===== config.mk =====
export PLATFORM = sky130hd
export DESIGN_NAME = hkt_ctrl
export DESIGN_NICKNAME = d
export VERILOG_FILES = /design/src/hkt_pkg.sv /design/src/hkt_ctrl.sv
export SDC_FILE = /design/constraint.sdc
export NUM_CORES = 1
export LEC_CHECK = 0
export BUFFER_PORTS_ARGS = -buffer_cell sky130_fd_sc_hd__buf_2
export CAP_MARGIN = 25
export CORE_MARGIN = 1
export CORE_UTILIZATION = 44
export CTS_BUF_LIST = sky130_fd_sc_hd__clkbuf_8
export DETAILED_ROUTE_END_ITERATION = 16
export PLACE_DENSITY_LB_ADDON = 0.2
export SLEW_MARGIN = 30
export SYNTH_ARGS = -nofsm -noshare
export SYNTH_HDL_FRONTEND = slang
export SYNTH_SLANG_ARGS = --single-unit

===== constraint.sdc =====
create_clock -name clk -period 1.89 [get_ports clk]
set_input_delay 0.189 -clock clk [delete_from_list [all_inputs] [get_ports clk]]
set_output_delay 0.189 -clock clk [all_outputs]
set_load 0.02 [all_outputs]

===== src/hkt_pkg.sv =====
// hkt_pkg: shared constants, codes and controller/datapath handshake types
// for the key-to-dense-id hash table. No dependencies.
`default_nettype none
package hkt_pkg;

  localparam int unsigned CAPACITY   = 1024;
  localparam int unsigned IDX_W      = $clog2(CAPACITY);
  localparam int unsigned CNT_W      = IDX_W + 1;
  localparam int unsigned KEY_W      = 64;
  localparam int unsigned OP_W       = 2;
  localparam int unsigned STAT_W     = 3;
  localparam int unsigned HASH_STEPS = KEY_W / 8;
  localparam int unsigned HCNT_W     = $clog2(HASH_STEPS);

  localparam int unsigned IN_TDATA_W  = ((KEY_W + IDX_W + 7) / 8) * 8;
  localparam int unsigned OUT_TDATA_W = ((IDX_W + KEY_W + CNT_W + 7) / 8) * 8;

  // chain terminator, never a valid entry
  localparam logic [CNT_W-1:0] NONE_MARK = CNT_W'(CAPACITY);

  localparam logic [OP_W-1:0] OP_REGISTER = 2'd0;
  localparam logic [OP_W-1:0] OP_RETRIEVE = 2'd1;
  localparam logic [OP_W-1:0] OP_READ_ID  = 2'd2;

  localparam logic [STAT_W-1:0] ST_FOUND     = 3'd0;
  localparam logic [STAT_W-1:0] ST_INSERTED  = 3'd1;
  localparam logic [STAT_W-1:0] ST_NOT_FOUND = 3'd2;
  localparam logic [STAT_W-1:0] ST_FULL      = 3'd3;
  localparam logic [STAT_W-1:0] ST_BAD_ID    = 3'd4;

  typedef enum logic [7:0] {
    S_CLEAR = 8'b0000_0001,
    S_IDLE  = 8'b0000_0010,
    S_HASH  = 8'b0000_0100,
    S_HEAD  = 8'b0000_1000,
    S_FETCH = 8'b0001_0000,
    S_WALK  = 8'b0010_0000,
    S_IDRD  = 8'b0100_0000,
    S_RESP  = 8'b1000_0000
  } ctrl_state_t;

  // source of the result identifier
  typedef enum logic [1:0] {
    RID_ZERO  = 2'd0,
    RID_CUR   = 2'd1,
    RID_COUNT = 2'd2,
    RID_IDENT = 2'd3
  } rid_sel_t;

  // entry RAM read address source
  typedef enum logic [1:0] {
    ERS_IDENT = 2'd0,
    ERS_HEAD  = 2'd1,
    ERS_NEXT  = 2'd2
  } ent_rsel_t;

  typedef struct packed {
    logic              accept;
    logic              clr_step;
    logic              hash_step;
    logic              cur_load_head;
    logic              cur_load_next;
    logic              insert;
    logic              set_res;
    logic [STAT_W-1:0] res_status;
    rid_sel_t          res_id_sel;
    logic              res_key;
    ent_rsel_t         ent_rsel;
    logic              out_load;
  } cmd_t;

  typedef struct packed {
    logic            clr_last;
    logic [OP_W-1:0] in_op;
    logic [OP_W-1:0] op;
    logic            cur_ok;
    logic            key_hit;
    logic            full;
    logic            id_ok;
    logic            out_free;
  } sts_t;

endpackage
`default_nettype wire


===== src/hkt_ctrl.sv =====
// hkt_ctrl: controller state machine of the hash table; sequences the
// clearing pass, hashing, chain walk, insert, identifier read and result hand-off.
// Depends on hkt_pkg.
`default_nettype none
module hkt_ctrl import hkt_pkg::*; (
  input  wire logic clk,
  input  wire logic rst_n,
  input  wire logic in_tvalid,
  output logic      in_tready,
  input  wire sts_t sts,
  output cmd_t      cmd
);

  ctrl_state_t       state_r;
  ctrl_state_t       state_nxt;
  logic [HCNT_W-1:0] hcnt_r;
  logic [HCNT_W-1:0] hcnt_nxt;

  assign in_tready = (state_r == S_IDLE);

  always_comb begin
    cmd       = '0;
    state_nxt = state_r;
    hcnt_nxt  = hcnt_r;
    case (state_r)
      S_CLEAR: begin
        cmd.clr_step = 1'b1;
        if (sts.clr_last) begin
          state_nxt = S_IDLE;
        end
      end
      S_IDLE: begin
        if (in_tvalid) begin
          cmd.accept = 1'b1;
          hcnt_nxt   = '0;
          if (sts.in_op == OP_REGISTER || sts.in_op == OP_RETRIEVE) begin
            state_nxt = S_HASH;
          end else if (sts.in_op == OP_READ_ID) begin
            state_nxt = S_IDRD;
          end else begin
            cmd.set_res    = 1'b1;
            cmd.res_status = ST_NOT_FOUND;
            cmd.res_id_sel = RID_ZERO;
            state_nxt      = S_RESP;
          end
        end
      end
      S_HASH: begin
        cmd.hash_step = 1'b1;
        hcnt_nxt      = hcnt_r + HCNT_W'(1);
        if (hcnt_r == HCNT_W'(HASH_STEPS - 1)) begin
          state_nxt = S_HEAD;
        end
      end
      S_HEAD: begin
        // bucket head read in flight
        state_nxt = S_FETCH;
      end
      S_FETCH: begin
        cmd.cur_load_head = 1'b1;
        cmd.ent_rsel      = ERS_HEAD;
        state_nxt         = S_WALK;
      end
      S_WALK: begin
        if (!sts.cur_ok) begin
          cmd.set_res    = 1'b1;
          cmd.res_id_sel = RID_ZERO;
          state_nxt      = S_RESP;
          if (sts.op != OP_REGISTER) begin
            cmd.res_status = ST_NOT_FOUND;
          end else if (sts.full) begin
            cmd.res_status = ST_FULL;
          end else begin
            cmd.insert     = 1'b1;
            cmd.res_status = ST_INSERTED;
            cmd.res_id_sel = RID_COUNT;
          end
        end else if (sts.key_hit) begin
          cmd.set_res    = 1'b1;
          cmd.res_status = ST_FOUND;
          cmd.res_id_sel = RID_CUR;
          state_nxt      = S_RESP;
        end else begin
          cmd.cur_load_next = 1'b1;
          cmd.ent_rsel      = ERS_NEXT;
        end
      end
      S_IDRD: begin
        cmd.set_res = 1'b1;
        state_nxt   = S_RESP;
        if (sts.id_ok) begin
          cmd.res_status = ST_FOUND;
          cmd.res_id_sel = RID_IDENT;
          cmd.res_key    = 1'b1;
        end else begin
          cmd.res_status = ST_BAD_ID;
          cmd.res_id_sel = RID_ZERO;
        end
      end
      S_RESP: begin
        if (sts.out_free) begin
          cmd.out_load = 1'b1;
          state_nxt    = S_IDLE;
        end
      end
      default: begin
        state_nxt = S_IDLE;
      end
    endcase
  end

  always_ff @(posedge clk) begin
    if (!rst_n) begin
      state_r <= S_CLEAR;
      hcnt_r  <= '0;
    end else begin
      state_r <= state_nxt;
      hcnt_r  <= hcnt_nxt;
    end
  end

endmodule
`default_nettype wire


-- Word-level counts from Yosys, hierarchy flattened
Cells that the tools add are included.
- add/subtract/negate cells: 1
- multiplexer cells: 40
- eq/ne operators: 16
- reductions and logical operators: 6
- operator list (operator ; number):
    $mux 8 ; 8
    $pmux 8 s8 ; 1
    $mux 6 ; 5
    $pmux 6 s3 ; 1
    $mux 1 ; 14
    $mux 2 ; 6
    $eq 8x1->1 const B ; 1
    $eq 8x2->1 const B ; 1
    $eq 8x3->1 const B ; 1
    $eq 8x4->1 const B ; 1
    $eq 8x5->1 const B ; 1
    $eq 8x6->1 const B ; 1
    $eq 8x7->1 const B ; 1
    $eq 8x8->1 const B ; 1
    $ne 2x2->1 const B ; 4
    $mux 3 ; 2
    $pmux 3 s2 ; 1
    $mux 5 ; 1
    $reduce_and 5->1 ; 1
    $pmux 2 s2 ; 1
    $reduce_bool 2->1 ; 2
    $add 3x1->3 const B ; 1
    $eq 3x3->1 const B ; 1
    $ne 3x3->1 const B ; 1
    other kinds (5) ; 5
- word-level logic and storage cells: 65
- bits of input ports: 13
- flip-flop bits (word level): 11

-- Depth between registers and ports, before layout
Gate-level depths: netlist of run 1.
- depth after elaboration: 5
- gate-level depth with buffers: 5
- depth with buffers taken out: 5

-- Worst setup path after synthesis of run 1
No wires, ideal clock.
- kind: register -> output
- from: reg state_r[6]
- to: out cmd[5] (netlist bit)
- setup slack: -0.191 ns
- stages on the path, launching flop included: 5
- data arrival time: 1.892 ns
- cell sequence: dfxtp_1 nor4_4 nand2_1 nor3b_1 o21bai_1
- RTL lines (what ; RTL line ; source):
    start, declared ; hkt_ctrl.sv:14 ; ctrl_state_t state_r;
    start signal, assigned ; hkt_ctrl.sv:117 ; state_r <= state_nxt;
    end, declared ; hkt_ctrl.sv:11 ; output cmd_t cmd

==> results of run 1 <==
[logic make-up after synthesis]
| logic type | count (synthesis) |
|---|---|
| buffers and inverters | 7 |
| DFF | 11 |
| adders and majority gates | 2 |
| and+or+nand+nor | 57 |
| AOI/OAI and AO/OA | 13 |
| xor gates and xnor gates | 1 |
[cell usage in the layout (no fill, tap or decap), drive strengths merged, types with 2 or more instances in the layout]
cell type / netlist / routed
a21boi: 2 / 2
and2: 2 / 2
and3: 5 / 5
and4b: 3 / 3
buf: 1 / 44
clkbuf: 1 / 3
dfxtp: 11 / 11
ha: 2 / 2
inv: 5 / 6
nand2: 7 / 7
nand3: 6 / 6
nand4b: 2 / 2
nor2: 8 / 8
nor2b: 2 / 2
nor3b: 4 / 4
nor4: 6 / 6
nor4b: 2 / 2
o21a: 2 / 2
o21ai: 3 / 3
o31ai: 2 / 2
or2: 2 / 2
or4: 2 / 2
or4b: 2 / 2
[worst paths after layout]
kind                   start          to  slack (ns)
setup reg to reg  state_r[2]  state_r[7]        0.02
hold reg to reg    hcnt_r[1]   hcnt_r[1]        0.48
setup / recovery  state_r[2]      cmd[4]       -0.35
hold / removal        sts[7]  state_r[6]        0.11
[state kept, by name (all words and copies together), names as in the netlist]
name / count
state_r: 8
hcnt_r: 3
[layout make-up]
type,instances,area (um^2),share of cell area [%]
Multi-Input combinational cell,73,569.3,48.15
Timing Repair Buffer,44,301.5,25.50
Sequential cell,11,225.2,19.05
Clock buffer,3,41.29,3.492
Inverter,5,21.27,1.799
Tap cell,16,20.02,1.693
Clock inverter,1,3.754,0.3175
[per-layer routing]
metal	share of wire (%)	vias to the layer above	global-route usage [%]
met4	1.5	0	7.500
met2	52	31	43.33
li1	-	438	-
met5	0	-	0
met1	41	419	26.41
met3	5.7	5	6.250
[worst max-delay path, stage by stage (launching register included)]
cell and delay, ns:
dfxtp_2 0.32, or4_4 0.53, or4b_4 0.50, or2_4 0.27, o21ai_4 0.07, buf_6 0.13
[power by group]
part | switching (mW) | internal, mW | total [mW]
logic | 0.0889 | 0.0798 | 0.169
registers | 0.00552 | 0.241 | 0.247
clock network | 0.100 | 0.144 | 0.244
[timing repair]
item | 4_1_cts | 5_1_grt
buffers inserted | 1 | 0
gates resized for setup | 10 | 14
hold buffers | 0 | 0
setup endpoints to repair | 9 | 15
pin swaps | 1 | 5
==> impl_metrics.toml, run 1 <==
[synthesis]
muxShareOfSynthArea_pct = 0
ys.flop_type = "dfxtp_1"
syn_area_um2 = 758.2
synth_top_family_by_area = "simple AND/OR/NAND/NOR gates"
netlist_top_cells_count = "dfxtp_1 (11), nor2_1 (8), nand2_1 (7)"
yosysMostFrequentCell = "dfxtp_1"
syn-instance-count = 91
synth_warnings = 0
async_flop_share_pct = 0
syn_nets = 106
netlist.area_leader.share_pct = 29.04
synthXorXnorAreaFrac_pct = 1.155
synth_edf_count = 0
synth_compound_area_share_pct = 13.53
synth_fa_ha_area_share_pct = 3.300
post_synth_and_or_nand_nor_area_fraction_pct = 49.50
synth_area_leaders = "dfxtp_1 (29%), and3_1 (4.1%), nor4_1 (4.1%)"
yosysTopAreaCell = "dfxtp_1"
synth-seq-cells = 11
yosysSeqAreaShare_pct = 29.04
syn_avg_cell_area_um2 = 8.332
synth.distinct_cells = 37

[global_routing]
globalRouteTotalUtil_pct = 23.64
grt_pass1_wl_um = 3236
grt_pass1_vias = 765
antenna_found_initial = 0
grt_max_degree = 11
grt-ovfl-total = 0

[layout]
syn_to_final_growth_pct = 55.94
design_area_um2 = 1182
final_nets = 153
fillCellCount = 111
fin_cells = 153
antenna_cells = 0
fin_util_pct = 75.84
final_layout_size_suffix_gt1_share_pct = 48.91

[die]
die_h_um = 43.51
die_area_um2 = 1893
rows = 14
start_util_pct = 48.64
coreArea_um2 = 1559
io_pins = 30
die_w_um = 43.51

[clock_tree]
clk_path_buf_depth = 2
clock_latency_ns = 0.25
htree_levels = 1
cts.sinks = 11
cts_tree = "built"
root_buffer = "clkbuf_8"
clkSlewWorstSetupHoldPaths_ns = 0.05
cts_buffers = 3

[placed_design]
hpwl_um = 1615
dpl_cell_area_um2 = 1049
port_buffers = 29
post-place-ws_ns = -0.1473
place_congestion = 0.7450
dp_cells = 149

[timing]
setup_violations = 5
post-route-period-util_pct = 118.6
finalWorstSetupSlack_ns = -0.3520
fin_crit_ns = 2.242
rsz0062_at_grt = "true"
slew_violations = 0
timing.hold.ws_ns = 0.1088
finalHoldViolations = 0
skew_ns = 0.0008621
relSlewSlack_pct = 76.25
finalSetupTns_ns = -1.531
fmax_mhz = 446.0
tightestPinTransition_ns = 0.3516

[drt]
drc = 2
first_pass_iters = 12
viasPerCell = 5.837
drtIter0Drc = 37
wl_per_cell_um = 14.25
vias = 893
ant_nets = 0
totalWireLength_um = 2180

[power]
p_total_mw = 0.6594
max-vdd-ir-drop_v = 0.0004414
leakagePower_nw = 0.5902
p_per_area_nw_per_um2 = 557.7

[status]
violations = "design-rule violations, negative setup slack"
outcome = "finished, violations left"

[setup_path]
required_ns = 1.70
crit_path_end_kind = "primary output"
cp.arrival_ns = 2.05
crit_type = "reg2out"
critPathMaxFanout = 2
cp-start-kind = "register"
reg2reg_depth = 6

[run]
drv_cap = 0

[worst_hold_path]
holdPathStages = 2
hold_path_class = "in2reg"
No activity file was read; power rests on OpenSTA's default activity.
==> run 2, diff against run 1 <==
--- a/config.mk
+++ b/config.mk
@@ -5,10 +5,11 @@
 export SDC_FILE = /design/constraint.sdc
 export NUM_CORES = 1
 export LEC_CHECK = 0
+export ABC_AREA = 1
 export BUFFER_PORTS_ARGS = -buffer_cell sky130_fd_sc_hd__buf_2
 export CAP_MARGIN = 25
 export CORE_MARGIN = 1
-export CORE_UTILIZATION = 44
+export CORE_UTILIZATION = 35
 export CTS_BUF_LIST = sky130_fd_sc_hd__clkbuf_8
 export DETAILED_ROUTE_END_ITERATION = 16
 export PLACE_DENSITY_LB_ADDON = 0.2
==> constraint.sdc (replaced) <==
create_clock -name clk -period 2.1 [get_ports clk]
set_input_delay 0.21 -clock clk [delete_from_list [all_inputs] [get_ports clk]]
set_output_delay 0.21 -clock clk [all_outputs]
set_load 0.02 [all_outputs]
==> impl_metrics.toml, run 2 <==
[layout]
fillCellCount = 263
largest_reg_flops = 8
largestRegisters = "state_r (8), hcnt_r (3)"
syn_to_final_growth_pct = 26.54
final_nets = 177
largest_register = "state_r"
fin_cells = 189
multi_input_area_um2 = 540.5
antenna_cells = 0
seqCellArea_um2 = 220.2
final_layout_size_suffix_gt1_share_pct = 36.65
final_cell_mix = "buf_2 (29), nand2_1 (27), inv_1 (20), nor2_1 (19), dfxtp_1 (11)"
final_common_cell = "buf_2"

[timing]
rsz0062_at_grt = "false"
fin_crit_ns = 1.707
skew_ns = 0.003835
finalSetupTns_ns = 0
slew_violations = 0
fmax_mhz = 585.7
relSlewSlack_pct = 86.60
timing.hold.ws_ns = 0.2173
setup_violations = 0
post-route-period-util_pct = 81.31
finalHoldViolations = 0
tightestPinTransition_ns = 0.1991

[power]
max-vdd-ir-drop_v = 0.0004391
leakagePower_nw = 0.6113
p_per_area_nw_per_um2 = 579.2
p_total_mw = 0.6254

[drt]
ant_nets = 0
totalWireLength_um = 1931
first_pass_iters = 4
drtIter0Drc = 12
drc = 0
viasPerCell = 4.672
wl_per_cell_um = 10.22
vias = 883

[die]
die_h_um = 51.38
start_util_pct = 37.85
rows = 17
die_area_um2 = 2639
io_pins = 30
die_w_um = 51.38
coreArea_um2 = 2255

[synthesis]
async_flop_share_pct = 0
netlist.area_leader.share_pct = 25.81
yosysSeqAreaShare_pct = 25.81
syn_nets = 143
synth-seq-cells = 11
synth_area_leaders = "dfxtp_1 (26%), nand2_1 (12%), inv_1 (8.8%)"
syn_avg_cell_area_um2 = 6.667
synth_edf_count = 0
synth.distinct_cells = 26
netlist_top_cells_count = "nand2_1 (27), inv_1 (20), nor2_1 (19)"
syn-instance-count = 128
yosysMostFrequentCell = "nand2_1"
synth_warnings = 0
ys.flop_type = "dfxtp_1"
syn_area_um2 = 853.3
yosysTopAreaCell = "dfxtp_1"

[global_routing]
grt-ovfl-total = 0
grt_max_degree = 8
grt_pass1_wl_um = 3305
globalRouteTotalUtil_pct = 16.95
antenna_found_initial = 0
grt_pass1_vias = 785

[clock_tree]
clk_path_buf_depth = 2
cts.sinks = 11
cts_setup_buffers = 0
htree_levels = 1
clkSlewWorstSetupHoldPaths_ns = 0.05
cts_tree = "built"
cts_buffers = 3
ctsResizeCount = 0
clock_latency_ns = 0.24
ctsHoldBuffers = 0
root_buffer = "clkbuf_8"

[placed_design]
dp_cells = 185
port_buffers = 29
hpwl_um = 1609
place_congestion = 0.8645

[setup_path]
cp.arrival_ns = 1.50
cp-start-kind = "register"
crit_path_end_kind = "primary output"
critPathMaxFanout = 6
required_ns = 1.89
crit_type = "reg2out"

[run]
drv_cap = 0

[status]
outcome = "finished clean"

[worst_hold_path]
hold_path_class = "in2reg"
[run 2: cell count changes after synthesis, sizes merged, moves of 3 or more]
cell / delta
nor2: +20
inv: +19
nor4: -5
nand2: +27
nand4: +4
nor3: +3
and3: -5
and4b: -3
nor3b: -4
a21oi: +3
[run 2: cell type report]
type                    count  share of cell area (%)
multi-input cells          93                   50.06
inverters                  24                   8.575
flip-flops and latches     11                   20.39
repair buffers             29                   13.44
clock inverters             1                  0.4635
well taps                  28                   3.244
clock buffers               3                   3.824
[run 2: power breakdown]
| group | switching (mW) | leakage, nW | total, mW | internal, mW |
|---|---|---|---|---|
| Sequential | 0.00826 | 0.0895 | 0.229 | 0.220 |
| Clock | 0.0835 | 0.0255 | 0.214 | 0.131 |
| Combinational | 0.119 | 0.496 | 0.183 | 0.0642 |
| Total | 0.210 | 0.611 | 0.625 | 0.415 |
[run 2: cell families (layout without fill, tap and decap cells)]
family / after synthesis / in the layout / synth area share [%]
fa+ha+maj: 2 / 2 / 2.932
compound gates: 9 / 9 / 6.012
simple gates: 82 / 82 / 54.40
buf+inv: 24 / 57 / 10.85
flops: 11 / 11 / 25.81
[run 2: per-stage QoR]
step	instance area [um^2]	utilization, %	setup slack (ns)
floorplan	853.3	-	0.5891
global placement	1033	45.84	0.6822
detailed placement	1033	45.84	0.6600
CTS	1080	47.89	0.3869
global route	1080	47.89	0.2442
finish	1080	47.89	0.3926
[run 2: path summary, 6_finish.rpt]
check	startpoint	end	slack, ns	depth (start not counted)
setup / recovery	state_r[6]	cmd[7]	0.39	6
hold / removal	rst_n	state_r[0]	0.22	2
setup reg to reg	hcnt_r[0]	state_r[1]	0.77	8
hold reg to reg	hcnt_r[1]	hcnt_r[1]	0.46	2
[run 2: metal layers]
metal	global-route usage, %	share of wire, %
met1	21.25	45
met2	27.92	50
met3	5.357	4.9
met4	4.054	0.31
met5	0	0
[run 2: worst max-delay path, cell delays in order (launching register included)]
cell and delay, ns:
dfxtp_1 0.33, nor2_2 0.19, nand2_4 0.11, nor2_8 0.16
nand4_1 0.15, o21ai_0 0.12, buf_2 0.19
==> run 3, diff against run 2 <==
--- a/config.mk
+++ b/config.mk
@@ -5,7 +5,7 @@
 export SDC_FILE = /design/constraint.sdc
 export NUM_CORES = 1
 export LEC_CHECK = 0
-export ABC_AREA = 1
+export ABC_AREA = 0
 export BUFFER_PORTS_ARGS = -buffer_cell sky130_fd_sc_hd__buf_2
 export CAP_MARGIN = 25
 export CORE_MARGIN = 1
==> constraint.sdc (replaced) <==
create_clock -name clk -period 1.8 [get_ports clk]
set_input_delay 0.18 -clock clk [delete_from_list [all_inputs] [get_ports clk]]
set_output_delay 0.18 -clock clk [all_outputs]
set_load 0.02 [all_outputs]
==> impl_metrics.toml, run 3 (same netlist as run 1, synthesis figures left out) <==
[setup_path]
reg2reg_to = "state_r[1]"
timing.critical_path.buf_inv = 1
required_ns = 1.62
crit_type = "reg2out"
r2r-start = "state_r[2]"
cpPeakStageDelay_ns = 0.53
crit_path_end_kind = "primary output"
reg2reg_depth = 9
cp.arrival_ns = 2.04
cp-start-kind = "register"
critPathMaxFanout = 2
crit_family = "simple AND/OR/NAND/NOR gates"
crit_slowest_cell = "or4_4"
crit_chain = "or4_4, or4b_4, or2_4, o21ai_4, buf_6"
r2r_setup_slack_ns = -0.20

[status]
violations = "negative setup slack"
outcome = "finished, violations left"

[timing]
post-route-period-util_pct = 123.4
fin_crit_ns = 2.220
finalWorstSetupSlack_ns = -0.4204
slew_violations = 0
setup_violations = 15
relSlewSlack_pct = 77.47
fmax_mhz = 450.4
finalHoldViolations = 0
skew_ns = 0.002773
tightestPinTransition_ns = 0.3354
rsz0062_at_grt = "true"
finalSetupTns_ns = -3.489

[power]
combPwrFrac_pct = 30.7
switching_share_pct = 28.85
p_total_mw = 0.7341
switching_power_mw = 0.2118
p_seq_share_pct = 35.8
max-vdd-ir-drop_v = 0.0004273
leakagePower_nw = 0.6769
p_per_area_nw_per_um2 = 516.5
p_int_mw = 0.5223
p_clk_share_pct = 33.5

[die]
start_util_pct = 37.87
die_area_um2 = 2357
io_pins = 30
die_h_um = 48.55
coreArea_um2 = 2002
die_w_um = 48.55
rows = 16

[clock_tree]
clock_latency_ns = 0.24
ctsHoldBuffers = 0
clkSlewWorstSetupHoldPaths_ns = 0.05
cts_tree = "built"
cts_buffers = 3
cts.sinks = 11
clk_path_buf_depth = 2
root_buffer = "clkbuf_8"
htree_levels = 1

[layout]
syn_to_final_growth_pct = 87.46
fin_cells = 178
final_common_cell = "buf_4"
antenna_cells = 0
largest_reg_flops = 8
largest_register = "state_r"
final_nets = 167
final_cell_mix = "buf_4 (26), buf_2 (17), buf_6 (14), nor2_1 (8)"
largestRegisters = "state_r (8), hcnt_r (3)"
final_layout_size_suffix_gt1_share_pct = 60.26

[worst_hold_path]
holdPathStages = 2
worst_hold_startpoint = "sts[7]"
hold_path_class = "in2reg"
worst_hold_path.endpoint = "state_r[6]"

[drt]
wl_per_cell_um = 13.55
totalWireLength_um = 2412
ant_nets = 0
drtIter0Drc = 10
viasPerCell = 5.247
drc = 0
first_pass_iters = 4
vias = 934

[global_routing]
antenna_found_initial = 0
grt-ovfl-total = 0
globalRouteTotalUtil_pct = 21.38
grt_pass1_wl_um = 3905
grt_max_degree = 11
grt_pass1_vias = 897

[run]
drv_cap = 0

[placed_design]
place_congestion = 0.8060
hpwl_um = 1694
port_buffers = 29
dp_cells = 165
-- run 3: cell types whose count changed in the layout (fill, tap and decap cells not counted), sizes merged, moves of 3 or more --
cell   before  now
a21oi       3    0
and3        0    5
and4b       0    3
nor4        1    6
buf        29   57
nor3b       0    4
nor3        4    1
nand4       4    0
nor2       28    8
inv        24    6
nand2      34    7
-- run 3: power by group through the flow --
stage               sequential (mW)  combinational, mW  clock, mW
floorplan                     0.271             0.0875          0
global placement              0.264              0.168          0
detailed placement            0.264              0.171          0
CTS                           0.261              0.206      0.252
global route                  0.263              0.243      0.263
finish                        0.262              0.225      0.246
-- run 3: worst max-delay path by stage --
stage / start / end / cells past startpoint
after floorplan: state_r[2] / cmd[4] / 4
after global placement: state_r[2] / cmd[4] / 5
after detailed placement: state_r[2] / cmd[4] / 5
after CTS: state_r[2] / cmd[4] / 5
after global routing: state_r[2] / cmd[4] / 5
final: state_r[2] / cmd[4] / 5
-- run 3: metrics by stage --
stage          util, %  area, um^2  setup WS [ns]  hold WS (ns)
6_report         71.00        1421        -0.4204        0.1189
5_1_grt          71.00        1421        -0.4450        0.1209
4_1_cts          66.00        1321        -0.4231        0.1161
3_5_place_dp     55.44        1110        -0.1956        0.3689
3_3_place_gp     55.44        1110        -0.1766        0.3627
2_1_floorplan        -       788.3        -0.1293        0.2567
-- run 3: area by class of cell --
| type | instances | area (um^2) |
|---|---|---|
| multi-input cells | 73 | 645.6 |
| flip-flops and latches | 11 | 226.5 |
| well taps | 27 | 33.78 |
| fillers | 161 | 580.6 |
| repair buffers | 58 | 449.2 |
| clock buffers | 3 | 41.29 |
| inverters | 5 | 21.27 |
| clock inverters | 1 | 3.754 |
-- run 3: repair_timing --
item                       in CTS  in global routing
pin swaps                       5                  4
buffers inserted                4                  4
gates cloned                    1                  0
hold endpoints to repair        0                  0
setup endpoints to repair      17                 23
gates resized for setup        31                 17
-- run 3: layer usage --
metal / part of all wire (%) / GRT usage [%] / up-vias
met5: 0 / 0 / -
met4: 0.54 / 10.78 / 0
met3: 4.2 / 4.403 / 2
met2: 51 / 37.79 / 29
met1: 44 / 24.18 / 435
li1: - / - / 468
